===== config.mk =====
export PLATFORM = sky130hd
export DESIGN_NAME = ldec_cell
export DESIGN_NICKNAME = d
export VERILOG_FILES = /design/src/legv8_instruction_decoder_assert.svh /design/src/ldec_pkg.sv /design/src/ldec_cell.sv
export SDC_FILE = /design/constraint.sdc
export NUM_CORES = 1
export LEC_CHECK = 0
export BUFFER_PORTS_ARGS = -buffer_cell sky130_fd_sc_hd__buf_2
export CAP_MARGIN = 10
export CORE_MARGIN = 2
export CORE_UTILIZATION = 25
export DETAILED_ROUTE_END_ITERATION = 12
export SETUP_SLACK_MARGIN = 0.2
export SLEW_MARGIN = 10
export SYNTH_ARGS = -nofsm -noshare
export SYNTH_HDL_FRONTEND = slang
export SYNTH_SLANG_ARGS = --single-unit
export TNS_END_PERCENT = 1

===== constraint.sdc =====
create_clock -name i_clk -period 3.9 [get_ports i_clk]
set_clock_uncertainty 0.1 [all_clocks]
set_input_delay 0.195 -clock i_clk [delete_from_list [all_inputs] [get_ports i_clk]]
set_output_delay 0.195 -clock i_clk [all_outputs]
set_load 0.005 [all_outputs]

===== src/legv8_instruction_decoder_assert.svh =====
// Assertion macros shared by the instruction decoder RTL.
// Each macro expects i_clk and i_rst_n in the enclosing module.
`ifndef LEGV8_INSTRUCTION_DECODER_ASSERT_SVH
`define LEGV8_INSTRUCTION_DECODER_ASSERT_SVH

// Same-cycle implication, checked outside reset.
`define LDEC_ASSERT(lbl, ante, cons, msg) \
    lbl: assert property (@(posedge i_clk) disable iff (!i_rst_n) (ante) |-> (cons)) \
        else $error(msg);

// Next-cycle implication, checked outside reset.
`define LDEC_ASSERT_NEXT(lbl, ante, cons, msg) \
    lbl: assert property (@(posedge i_clk) disable iff (!i_rst_n) (ante) |=> (cons)) \
        else $error(msg);

`endif


===== src/ldec_pkg.sv =====
// Shared types, constants and opcode table for the LEGv8 instruction decoder.
// No dependencies; used by ldec_decode, ldec_cell and the top level.
package ldec_pkg;

    localparam int LABEL_DEPTH = 128;
    localparam int LBL_IDX_W   = $clog2(LABEL_DEPTH);
    localparam int LBL_CNT_W   = $clog2(LABEL_DEPTH + 1);

    localparam int WORD_W = 32;
    localparam int TGT_W  = 26;
    localparam int REG_W  = 5;
    localparam int IMM_W  = 12;
    localparam int MNEM_W = 5;
    localparam int FMT_W  = 3;
    localparam int CODE_W = 11;

    localparam int NUM_OPS = 27;

    localparam logic [MNEM_W-1:0] OP_BCOND = 5'd7;
    localparam logic [MNEM_W-1:0] OP_LSL   = 5'd15;
    localparam logic [MNEM_W-1:0] OP_LSR   = 5'd16;
    localparam logic [REG_W-1:0]  COND_MAX = 5'd13;

    typedef enum logic [FMT_W-1:0] {
        FMT_R  = 3'd0,
        FMT_I  = 3'd1,
        FMT_D  = 3'd2,
        FMT_B  = 3'd3,
        FMT_CB = 3'd4
    } t_fmt;

    // Width of the opcode field compared against the top of the word.
    typedef enum logic [1:0] {
        OPW_11,
        OPW_10,
        OPW_8,
        OPW_6
    } t_opw;

    typedef struct packed {
        logic [CODE_W-1:0] code;
        t_opw              width;
        t_fmt              fmt;
    } t_op_entry;

    // Decoded word, before the label table has seen the target.
    typedef struct packed {
        logic              recognized;
        logic [MNEM_W-1:0] mnemonic;
        t_fmt              fmt;
        logic [REG_W-1:0]  reg_first;
        logic [REG_W-1:0]  reg_second;
        logic [REG_W-1:0]  reg_third;
        logic [IMM_W-1:0]  imm_value;
        logic [REG_W-1:0]  cond_code;
        logic [TGT_W-1:0]  target_field;
        logic              branch;
    } t_dec;

    // Search token walking down the label chain.
    typedef struct packed {
        logic                 vld;
        logic                 done;
        logic                 is_new;
        logic [TGT_W-1:0]     key;
        logic [LBL_CNT_W-1:0] idx;
    } t_tok;

    function automatic t_op_entry op_entry(input logic [MNEM_W-1:0] sel);
        t_op_entry e;
        unique case (sel)
            5'd0:    e = '{11'h458, OPW_11, FMT_R};   // ADD
            5'd1:    e = '{11'h244, OPW_10, FMT_I};   // ADDI
            5'd2:    e = '{11'h450, OPW_11, FMT_R};   // AND
            5'd3:    e = '{11'h248, OPW_10, FMT_I};   // ANDI
            5'd4:    e = '{11'h005, OPW_6,  FMT_B};   // B
            5'd5:    e = '{11'h025, OPW_6,  FMT_B};   // BL
            5'd6:    e = '{11'h6B0, OPW_11, FMT_R};   // BR
            5'd7:    e = '{11'h054, OPW_8,  FMT_CB};  // B.cond
            5'd8:    e = '{11'h0B5, OPW_8,  FMT_CB};  // CBNZ
            5'd9:    e = '{11'h0B4, OPW_8,  FMT_CB};  // CBZ
            5'd10:   e = '{11'h7FE, OPW_11, FMT_R};   // DUMP
            5'd11:   e = '{11'h650, OPW_11, FMT_R};   // EOR
            5'd12:   e = '{11'h348, OPW_10, FMT_I};   // EORI
            5'd13:   e = '{11'h7FF, OPW_11, FMT_R};   // HALT
            5'd14:   e = '{11'h7C2, OPW_11, FMT_D};   // LDUR
            5'd15:   e = '{11'h69B, OPW_11, FMT_R};   // LSL
            5'd16:   e = '{11'h69A, OPW_11, FMT_R};   // LSR
            5'd17:   e = '{11'h4D8, OPW_11, FMT_R};   // MUL
            5'd18:   e = '{11'h550, OPW_11, FMT_R};   // ORR
            5'd19:   e = '{11'h2C8, OPW_10, FMT_I};   // ORRI
            5'd20:   e = '{11'h7FC, OPW_11, FMT_R};   // PRNL
            5'd21:   e = '{11'h7FD, OPW_11, FMT_R};   // PRNT
            5'd22:   e = '{11'h7C0, OPW_11, FMT_D};   // STUR
            5'd23:   e = '{11'h658, OPW_11, FMT_R};   // SUB
            5'd24:   e = '{11'h344, OPW_10, FMT_I};   // SUBI
            5'd25:   e = '{11'h3C4, OPW_10, FMT_I};   // SUBIS
            5'd26:   e = '{11'h758, OPW_11, FMT_R};   // SUBS
            default: e = '{11'h000, OPW_11, FMT_R};
        endcase
        return e;
    endfunction

    function automatic logic op_match(input t_op_entry e, input logic [WORD_W-1:0] w);
        logic m;
        unique case (e.width)
            OPW_11:  m = (w[31:21] == e.code);
            OPW_10:  m = (w[31:22] == e.code[9:0]);
            OPW_8:   m = (w[31:24] == e.code[7:0]);
            OPW_6:   m = (w[31:26] == e.code[5:0]);
            default: m = 1'b0;
        endcase
        return m;
    endfunction

endpackage


===== src/ldec_cell.sv =====
// One label-table cell: holds one stored target and forwards the search token.
// Depends on ldec_pkg (t_tok, widths).
module ldec_cell (
    input  logic                           i_clk,
    input  logic                           i_rst_n,
    input  logic [ldec_pkg::LBL_CNT_W-1:0] i_count,
    input  ldec_pkg::t_tok                 i_tok,
    output ldec_pkg::t_tok                 o_tok
);
    import ldec_pkg::*;

    logic [TGT_W-1:0] r_entry;
    t_tok             r_tok;
    t_tok             n_tok;
    logic             w_live;
    logic             w_hit;
    logic             w_ins;

    // The token's idx equals this cell's position until the search resolves.
    assign w_live = i_tok.vld && !i_tok.done;
    assign w_hit  = (i_tok.idx < i_count) && (r_entry == i_tok.key);
    assign w_ins  = (i_tok.idx == i_count);

    always_comb begin
        n_tok = i_tok;
        if (w_live) begin
            if (w_hit) begin
                n_tok.done = 1'b1;
            end else if (w_ins) begin
                n_tok.done   = 1'b1;
                n_tok.is_new = 1'b1;
            end else begin
                n_tok.idx = i_tok.idx + 1'b1;
            end
        end
    end

    always_ff @(posedge i_clk) begin
        if (!i_rst_n) begin
            r_tok <= '0;
        end else begin
            r_tok <= n_tok;
        end
    end

    // Claim this slot when the token reaches the first free position.
    always_ff @(posedge i_clk) begin
        if (w_live && !w_hit && w_ins) begin
            r_entry <= i_tok.key;
        end
    end

    assign o_tok = r_tok;

endmodule


==> metrics <==
Critical Path Source Type input pin; status finished, final reports clean; Final Hold Vio Count 0; R2R setup slack 1.50 ns; via count around 1,900; Starting DRT DRC Count 37; row cnt 36; Synth Flop Type dfxtp_1; CP arrival 2.67 ns; antenna violations before repair 0; endpoints failing setup 0; CTS Sinks 63; largest net degree at the start of global routing 42; Die Area about 11,000 µm²; Initial Utilization 0.255; post-synthesis cell count 201; synthesis-to-layout area growth 42.3%; non-filler cells, final ~460; Final ANT Viol Nets 0; Final period util 0.651; Leakage between 1 and 1.5 nW; Peak VDD IR between 0.0001 and 0.00015 V; # DRC 0; Worst Tran Pin Value approximately 0.65 ns; Ys Warns 0; Mean Syn Cell Area between 10 and 15 µm²; Slew Limit Fails 0; post-CTS setup buffers 0; Post-synth EDFFs 26; Port-buffer cells 83; Crit path required time around 4.0 ns; layout cells sized above 1 0.310; post-CTS resize count 0; CP endpoint kind flip-flop; Setup TNS Final 0 ns; Core ar. ~9700 µm²; CTS Buf Count 9; clk_lat worst skew around 0.34 ns; Mapped Area around 2500 µm²; worst flop-to-flop path endpoint o_tok[34]$_SDFF_PN0_; die height around 100 µm; Via density 4.13; Placed Area just over 3000 µm²; gpl congestion about 0.8; Max Cap Viol 0; Rel. slew slack 0.566; crit path max fanout 27; WL/cell 12.4 µm; first-pass GRT wire length roughly 8800 µm; CTS tree built; list of most frequent post-synthesis cells dfxtp_1, and2_1, edfxtp_1, xnor2_1, nand4_1; CP Class in2reg; Synth top area share 0.316; count leader, synth dfxtp_1; syn_nets 257; FF-to-FF Start r_entry[19]$_DFFE_PP_; vias in the first global route about 1,900; post-synth top area cell edfxtp_1; hold_sp i_tok[36]; root buf cell clkbuf_8; unrepaired setup endpoints after global routing false; clk buf depth 2; GR Overflow Total 0; synth top area cells edfxtp_1, dfxtp_1, xnor2_1; Tot GR Track Use 0.113; diode count 0; final WL between 5000 and 6000 µm; post-route cell area 3510 µm²; Seq/Total Area, Yosys 0.616; Chip Width just over 100 µm; HPWL after DPL 4080 µm; min Tclk post-route between 2 and 3 ns; Worst Hold Class in2reg; I/O pin count between 80 and 90; Cells after DPL 413; PD cells around 410 nW/µm²; f_max 394 MHz; FF+latch count, synth 63; CTS clk-pin slew, worst paths roughly 0.07 ns; Nets 374; worst hold stages 2; worst r2r path cells 7; Post-synth ARST share 0; synth unique cells 31; worst hold endpoint o_tok[36]$_SDFF_PN0_; H-tree depth 3; DR pass1 iterations 4
-- registers in the layout (all words and copies together) (netlist names) --
name and cells:
o_tok 37, r_entry 26
-- where the power goes --
group / leakage [nW] / internal [mW] / switching (mW)
sequential: 0.542 / 0.707 / 0.00491
clock: 0.0996 / 0.330 / 0.243
combinational: 0.821 / 0.0795 / 0.0660
-- critical path, cell delays in order --
cell and delay (ns):
dlygate4sd3_1 0.53, buf_2 0.14, xnor2_1 0.15, nand4_1 0.13, nor4_1 0.52, o211a_1 0.45
nor3_2 0.08, buf_4 0.25, o21a_1 0.21
-- through the flow --
| stage | total power [mW] | hold WS (ns) | utilization | setup slack (ns) |
|---|---|---|---|---|
| after global routing | 1.50 | 0.0125 | 0.363 | 1.20 |
| after floorplan | 0.782 | 0.194 | - | 0.299 |
| after detailed placement | 0.853 | 0.316 | 0.314 | 1.51 |
| after global placement | 0.850 | 0.311 | 0.314 | 1.57 |
| after CTS | 1.46 | 0.00517 | 0.363 | 1.37 |
| final | 1.43 | 0.0229 | 0.363 | 1.36 |
-- layout make-up --
class / count / area (µm²)
clock inverters: 3 / 42.5
clock buffers: 13 / 159
fillers: 979 / 6170
repair buffers: 111 / 693
inverters: 8 / 30.0
flip-flops and latches: 63 / 1520
multi-input cells: 125 / 900
well taps: 133 / 166
-- cells by family after synthesis --
kind of cell	share of synthesized area
buf+inv	0.0213
simple gates	0.167
xor+xnor	0.0922
fa+ha+maj	0.0456
flops	0.616
mux	0.0162
compound gates	0.0410
-- per-layer routing --
metal,wire length (µm),global-route usage
met5,0,0
met4,189,0.0769
met3,230,0.0276
met2,2530,0.176
met1,2720,0.139
-- layout by cell type, fill, tap and decap left out, drive strengths merged, types with 2 or more instances in the layout --
| cell type | n |
|---|---|
| o21ai | 3 |
| nand3 | 3 |
| a21oi | 3 |
| nand2b | 4 |
| a21boi | 3 |
| clkbuf | 13 |
| nor4 | 3 |
| o31ai | 2 |
| or4 | 2 |
| edfxtp | 26 |
| buf | 84 |
| nand4 | 11 |
| o21a | 2 |
| and2 | 27 |
| ha | 9 |
| xnor2 | 26 |
| nor3 | 3 |
| mux2i | 4 |
| nor2b | 2 |
| inv | 8 |
| dlygate4sd3 | 27 |
| nor2 | 4 |
| dfxtp | 37 |
| nand2 | 8 |
-- repair_timing --
item | 4_1_cts | 5_1_grt
endpoints found under the setup margin | 0 | 0
hold endpoints to repair | 35 | 0
hold buffers | 27 | 0
-- worst max-delay path by stage --
stage | slack (ns) | to | cells after the start | from
after floorplan | 0.30 | r_entry[0]$_DFFE_PP_ | 9 | i_count[1]
after global placement | 1.57 | o_tok[34]$_SDFF_PN0_ | 7 | r_entry[19]$_DFFE_PP_
after detailed placement | 1.51 | o_tok[34]$_SDFF_PN0_ | 7 | r_entry[19]$_DFFE_PP_
after CTS | 1.37 | o_tok[34]$_SDFF_PN0_ | 9 | i_tok[32]
after global routing | 1.20 | o_tok[34]$_SDFF_PN0_ | 9 | i_tok[16]
final | 1.36 | o_tok[34]$_SDFF_PN0_ | 9 | i_tok[17]
Note: power is estimated with default switching activity, not from simulation.
