**src/legv8_instruction_decoder_assert.svh**
```systemverilog
// Assertion macros shared by the instruction decoder RTL.
// Each macro expects i_clk and i_rst_n in the enclosing module.
`ifndef LEGV8_INSTRUCTION_DECODER_ASSERT_SVH
`define LEGV8_INSTRUCTION_DECODER_ASSERT_SVH

// Same-cycle implication, checked outside reset.
`define LDEC_ASSERT(lbl, ante, cons, msg) \
    lbl: assert property (@(posedge i_clk) disable iff (!i_rst_n) (ante) |-> (cons)) \
        else $error(msg);

// Next-cycle implication, checked outside reset.
`define LDEC_ASSERT_NEXT(lbl, ante, cons, msg) \
    lbl: assert property (@(posedge i_clk) disable iff (!i_rst_n) (ante) |=> (cons)) \
        else $error(msg);

`endif

```
**src/ldec_pkg.sv**
```systemverilog
// Shared types, constants and opcode table for the LEGv8 instruction decoder.
// No dependencies; used by ldec_decode, ldec_cell and the top level.
package ldec_pkg;

    localparam int LABEL_DEPTH = 128;
    localparam int LBL_IDX_W   = $clog2(LABEL_DEPTH);
    localparam int LBL_CNT_W   = $clog2(LABEL_DEPTH + 1);

    localparam int WORD_W = 32;
    localparam int TGT_W  = 26;
    localparam int REG_W  = 5;
    localparam int IMM_W  = 12;
    localparam int MNEM_W = 5;
    localparam int FMT_W  = 3;
    localparam int CODE_W = 11;

    localparam int NUM_OPS = 27;

    localparam logic [MNEM_W-1:0] OP_BCOND = 5'd7;
    localparam logic [MNEM_W-1:0] OP_LSL   = 5'd15;
    localparam logic [MNEM_W-1:0] OP_LSR   = 5'd16;
    localparam logic [REG_W-1:0]  COND_MAX = 5'd13;

    typedef enum logic [FMT_W-1:0] {
        FMT_R  = 3'd0,
        FMT_I  = 3'd1,
        FMT_D  = 3'd2,
        FMT_B  = 3'd3,
        FMT_CB = 3'd4
    } t_fmt;

    // Width of the opcode field compared against the top of the word.
    typedef enum logic [1:0] {
        OPW_11,
        OPW_10,
        OPW_8,
        OPW_6
    } t_opw;

    typedef struct packed {
        logic [CODE_W-1:0] code;
        t_opw              width;
        t_fmt              fmt;
    } t_op_entry;

    // Decoded word, before the label table has seen the target.
    typedef struct packed {
        logic              recognized;
        logic [MNEM_W-1:0] mnemonic;
        t_fmt              fmt;
        logic [REG_W-1:0]  reg_first;
        logic [REG_W-1:0]  reg_second;
        logic [REG_W-1:0]  reg_third;
        logic [IMM_W-1:0]  imm_value;
        logic [REG_W-1:0]  cond_code;
        logic [TGT_W-1:0]  target_field;
        logic              branch;
    } t_dec;

    // Search token walking down the label chain.
    typedef struct packed {
        logic                 vld;
        logic                 done;
        logic                 is_new;
        logic [TGT_W-1:0]     key;
        logic [LBL_CNT_W-1:0] idx;
    } t_tok;

    function automatic t_op_entry op_entry(input logic [MNEM_W-1:0] sel);
        t_op_entry e;
        unique case (sel)
            5'd0:    e = '{11'h458, OPW_11, FMT_R};   // ADD
            5'd1:    e = '{11'h244, OPW_10, FMT_I};   // ADDI
            5'd2:    e = '{11'h450, OPW_11, FMT_R};   // AND
            5'd3:    e = '{11'h248, OPW_10, FMT_I};   // ANDI
            5'd4:    e = '{11'h005, OPW_6,  FMT_B};   // B
            5'd5:    e = '{11'h025, OPW_6,  FMT_B};   // BL
            5'd6:    e = '{11'h6B0, OPW_11, FMT_R};   // BR
            5'd7:    e = '{11'h054, OPW_8,  FMT_CB};  // B.cond
            5'd8:    e = '{11'h0B5, OPW_8,  FMT_CB};  // CBNZ
            5'd9:    e = '{11'h0B4, OPW_8,  FMT_CB};  // CBZ
            5'd10:   e = '{11'h7FE, OPW_11, FMT_R};   // DUMP
            5'd11:   e = '{11'h650, OPW_11, FMT_R};   // EOR
            5'd12:   e = '{11'h348, OPW_10, FMT_I};   // EORI
            5'd13:   e = '{11'h7FF, OPW_11, FMT_R};   // HALT
            5'd14:   e = '{11'h7C2, OPW_11, FMT_D};   // LDUR
            5'd15:   e = '{11'h69B, OPW_11, FMT_R};   // LSL
            5'd16:   e = '{11'h69A, OPW_11, FMT_R};   // LSR
            5'd17:   e = '{11'h4D8, OPW_11, FMT_R};   // MUL
            5'd18:   e = '{11'h550, OPW_11, FMT_R};   // ORR
            5'd19:   e = '{11'h2C8, OPW_10, FMT_I};   // ORRI
            5'd20:   e = '{11'h7FC, OPW_11, FMT_R};   // PRNL
            5'd21:   e = '{11'h7FD, OPW_11, FMT_R};   // PRNT
            5'd22:   e = '{11'h7C0, OPW_11, FMT_D};   // STUR
            5'd23:   e = '{11'h658, OPW_11, FMT_R};   // SUB
            5'd24:   e = '{11'h344, OPW_10, FMT_I};   // SUBI
            5'd25:   e = '{11'h3C4, OPW_10, FMT_I};   // SUBIS
            5'd26:   e = '{11'h758, OPW_11, FMT_R};   // SUBS
            default: e = '{11'h000, OPW_11, FMT_R};
        endcase
        return e;
    endfunction

    function automatic logic op_match(input t_op_entry e, input logic [WORD_W-1:0] w);
        logic m;
        unique case (e.width)
            OPW_11:  m = (w[31:21] == e.code);
            OPW_10:  m = (w[31:22] == e.code[9:0]);
            OPW_8:   m = (w[31:24] == e.code[7:0]);
            OPW_6:   m = (w[31:26] == e.code[5:0]);
            default: m = 1'b0;
        endcase
        return m;
    endfunction

endpackage

```
**src/ldec_decode.sv**
```systemverilog
// Opcode match and field extraction for one LEGv8 word.
// Depends on ldec_pkg (opcode table, t_dec).
module ldec_decode (
    input  logic [ldec_pkg::WORD_W-1:0] i_word,
    output ldec_pkg::t_dec              o_dec
);
    import ldec_pkg::*;

    logic              w_hit;
    logic [MNEM_W-1:0] w_sel;
    t_op_entry         w_ent;

    // First matching entry in table order wins: scan from the bottom up.
    always_comb begin
        w_hit = 1'b0;
        w_sel = '0;
        for (int i = NUM_OPS - 1; i >= 0; i--) begin
            if (op_match(op_entry(MNEM_W'(i)), i_word)) begin
                w_hit = 1'b1;
                w_sel = MNEM_W'(i);
            end
        end
    end

    assign w_ent = op_entry(w_sel);

    always_comb begin
        o_dec = '0;
        if (w_hit) begin
            o_dec.recognized = 1'b1;
            o_dec.mnemonic   = w_sel;
            o_dec.fmt        = w_ent.fmt;
            unique case (w_ent.fmt)
                FMT_R: begin
                    o_dec.reg_first  = i_word[4:0];
                    o_dec.reg_second = i_word[9:5];
                    o_dec.reg_third  = i_word[20:16];
                    if (w_sel == OP_LSL || w_sel == OP_LSR) begin
                        o_dec.imm_value = {6'd0, i_word[15:10]};
                    end
                end
                FMT_I: begin
                    o_dec.reg_first  = i_word[4:0];
                    o_dec.reg_second = i_word[9:5];
                    o_dec.imm_value  = i_word[21:10];
                end
                FMT_D: begin
                    o_dec.reg_first  = i_word[4:0];
                    o_dec.reg_second = i_word[9:5];
                    o_dec.imm_value  = {{3{i_word[20]}}, i_word[20:12]};
                end
                FMT_B: begin
                    o_dec.target_field = i_word[25:0];
                    o_dec.branch       = 1'b1;
                end
                FMT_CB: begin
                    o_dec.target_field = {7'd0, i_word[23:5]};
                    o_dec.branch       = 1'b1;
                    if (w_sel == OP_BCOND) begin
                        o_dec.cond_code = i_word[4:0];
                        // Drop recognition for condition codes past LE.
                        if (i_word[4:0] > COND_MAX) begin
                            o_dec.recognized = 1'b0;
                        end
                    end else begin
                        o_dec.reg_first = i_word[4:0];
                    end
                end
                default: begin
                    o_dec.recognized = 1'b0;
                end
            endcase
        end
    end

endmodule

```
**config.mk**
```make
export PLATFORM = sky130hd
export DESIGN_NAME = ldec_decode
export DESIGN_NICKNAME = d
export VERILOG_FILES = /design/src/legv8_instruction_decoder_assert.svh /design/src/ldec_pkg.sv /design/src/ldec_decode.sv
export SDC_FILE = /design/constraint.sdc
export NUM_CORES = 1
export LEC_CHECK = 0
export BUFFER_PORTS_ARGS = -buffer_cell sky130_fd_sc_hd__clkbuf_2
export CELL_PAD_IN_SITES_DETAIL_PLACEMENT = 1
export CELL_PAD_IN_SITES_GLOBAL_PLACEMENT = 1
export CORE_ASPECT_RATIO = 2
export CORE_MARGIN = 2
export CORE_UTILIZATION = 28
export DETAILED_ROUTE_END_ITERATION = 8
export MAX_ROUTING_LAYER = met4
export PLACE_DENSITY_LB_ADDON = 0.15
export SLEW_MARGIN = 20
export SYNTH_ARGS = -nofsm -noshare
export SYNTH_HDL_FRONTEND = slang
export SYNTH_SLANG_ARGS = --single-unit
```
**constraint.sdc**
```tcl
create_clock -name vclk -period 3.1
set_input_delay 0.465 -clock vclk [all_inputs]
set_output_delay 0.465 -clock vclk [all_outputs]
set_load 0.1 [all_outputs]
```
==> out/results.ini, run 1 <==
[status]
status = stopped before the end
failed_stage = detailed placement
error = [ERROR DPL-0033] detailed placement checks failed during check placement.

[place]
dp_hpwl_um = 10200
port_buffers = 100
place.gp.congestion = 1.11

[die]
fp.dieH_um = 104
die_w_um = 54.0
pin_count = 100
initial_core_util = 0.288
rows = 36

[synthesis]
synth_warnings = 0
synth_cells = 216
syn_nets = 248
ys_seq_area_frac = 0
ys_types = 56
netlist_area_um2 = 1400
yosys.area.top_type_share = 0.119
syn_avg_cell_area_um2 = 6.49
synth_common_cells = a22o_1 (19), nand2_1 (19), nor3_1 (17)
yosysTopAreaCell = a22o_1
yosys-top-cells-area = a22o_1 (12%), and2_1 (6.7%), nor4_1 (6.3%)

per-stage QoR:
stage	cell area [um^2]	worst slack, ns	hold slack, ns
2_1_floorplan	1730	-1.15	1.14
3_3_place_gp	3630	-0.379	1.36
logic make-up after synthesis:
group,count (synthesis),share of synthesized area
mux,1,0.00714
simple gates,126,0.556
buf+inv,33,0.111
compound gates,56,0.326
==> run 2: changes to the inputs <==
- CELL_PAD_IN_SITES_DETAIL_PLACEMENT: 1 -> not set
- CELL_PAD_IN_SITES_GLOBAL_PLACEMENT: 1 -> not set
- CORE_ASPECT_RATIO: 2 -> not set
- CORE_UTILIZATION: 28 -> 26
- MAX_ROUTING_LAYER: met4 -> not set
==> out/results.ini, run 2 <==
[synthesis]
synth_common_cells = a22o_1 (19), nand2_1 (19), nor3_1 (17)
synth_warnings = 0
syn_nets = 248
yosys-top-cells-area = a22o_1 (12%), and2_1 (6.7%), nor4_1 (6.3%)
ys_seq_area_frac = 0
yosys.area.top_type_share = 0.119
ys_types = 56
synth_cells = 216
netlist_area_um2 = 1400
yosysTopAreaCell = a22o_1
syn_avg_cell_area_um2 = 6.49

[final_layout]
final_cell_mix = buf_4 (76), buf_12 (63), clkbuf_2 (30)
ff_latch_area_um2 = 0
final_common_cell = buf_4
clockBufferCount = 0
nFlopsAndLatches = 0
area_delta_synth_final_pct = 198
finalNonFillerCells = 453
layout-drive-gt1-share = 0.755
final_area_um2 = 4180
nNetsFinal = 417
antennaDiodeCount = 0
nFillCells = 302
utilization = 0.814

[drt]
drt_wl_total_um = 8940
first_pass_iters = 4
drc = 0
first_iter_violations = 289
wire_per_inst_um = 19.7
drtAntennaViolNets = 0
routed_via_density = 5.71
via_count = 2588

[pwr]
p_sw_frac = 0.603
power.internal_uw = 174
seqPwrFrac = 0
switching_power_uw = 263
comb_power_share = 1.000
vdd_ir_drop_max_mv = 0.0767
power.share.clock = 0
p_per_area_nw_per_um2 = 104
leakage_nw = 1.82

[global_routing]
grt_pass1_vias = 2481
track_usage = 0.261
grt_pass1_wl_um = 12900
grt_max_degree = 21
overflow = 0
antenna_found_initial = 0

[sta]
tightest_slew_ns = 0.552
setup_viol = 23
worst_slack_ns = -0.319
report.final.slew_viol_count = 0
fmaxAchievable_mhz = 292
layout_min_cycle_time_ns = 3.42
relSlewSlack = 0.634
grt_setup_unrepaired = yes
hold_viol = 0
tns_ns = -5.01
period_share = 1.10

[hold_path]
hold_path.class = in -> out

[status]
violations = negative setup slack
status = finished, violations left

[critical_path]
cpMostUsedCell = buf_12
cp.required_ns = 2.63
slowest_delay_ns = 0.59
start_kind = primary input
crit_chain = buf_8, or4b_4, buf_6, nor3_4, o2111ai_2, nand4_1, buf_6, nor4b_4, a2bb2oi_4, o21ai_2, buf_12, buf_12, nor3_4, buf_12
crit_fanout = 7
cp_slowest_cell = or4b_4
crit_type = in -> out
worstPathArrival_ns = 2.95
end_kind = output pin

[die]
fp.dieArea_um2 = 5990
coreArea_um2 = 5140
die_w_um = 77.4
rows = 26
initial_core_util = 0.273
fp.dieH_um = 77.4
pin_count = 100

[place]
dp_hpwl_um = 6240
port_buffers = 100
place.gp.congestion = 1.00
placed_cell_area_um2 = 3580
dp.cells = 430

[job]
drv_cap = 0

[clock_network]
hold_buffers = 0

-- run 2: cell counts after synthesis --
Identical to the previous run, type by type.
-- run 2: final cells by class --
class	count	area (um^2)	area share
tap	70	87.6	0.0209
multi-input combinational	183	1840	0.441
inverter	13	51.3	0.0123
timing repair buffer	187	2200	0.526
-- run 2: repair_timing --
action / in CTS / in global routing
cloned: 0 / 2
setup buffers: 6 / 15
resized for setup: 33 / 62
endpoints found under the setup margin: 29 / 28
pin swaps: 16 / 25
-- run 2: logic make-up after synthesis --
group | after synthesis | share of synthesized area
AND/OR/NAND/NOR | 126 | 0.556
AO/OA/AOI/OAI | 56 | 0.326
buffers and inverters | 33 | 0.111
multiplexers | 1 | 0.00714
-- run 2: worst paths after layout --
| check | end | start | cells after the start | slack, ns |
|---|---|---|---|---|
| hold / removal | o_dec[33] | i_word[11] | 4 | 1.35 |
| setup / recovery | o_dec[48] | i_word[26] | 14 | -0.32 |
-- run 2: power groups by stage --
stage | sequential [mW] | combinational [mW] | clock [mW]
5_1_grt | 0 | 0.453 | 0
3_3_place_gp | 0 | 0.373 | 0
2_1_floorplan | 0 | 0.219 | 0
3_5_place_dp | 0 | 0.377 | 0
4_1_cts | 0 | 0.392 | 0
6_report | 0 | 0.437 | 0
-- run 2: worst max-delay path: cells and delay by family --
kind            cells  cell delay, ns
simple gates        5            1.17
buf+inv             6            0.91
compound gates      3            0.42
-- run 2: metal layers --
| layer | wire length [um] | track usage | part of all wire |
|---|---|---|---|
| met1 | 3330 | 0.322 | 0.37 |
| met4 | 163 | 0.0179 | 0.018 |
| met2 | 4680 | 0.492 | 0.52 |
| met3 | 769 | 0.0442 | 0.086 |
| met5 | 0 | 0 | 0 |
-- run 2: per-stage QoR --
step                power (mW)  hold WS [ns]  worst slack (ns)
global route             0.453          1.37            -0.353
finish                   0.437          1.35            -0.319
floorplan                0.219          1.14             -1.15
global placement         0.373          1.35            -0.387
detailed placement       0.377          1.36            -0.361
CTS                      0.392          1.36            -0.246
Power figures use the tool's default switching activity.
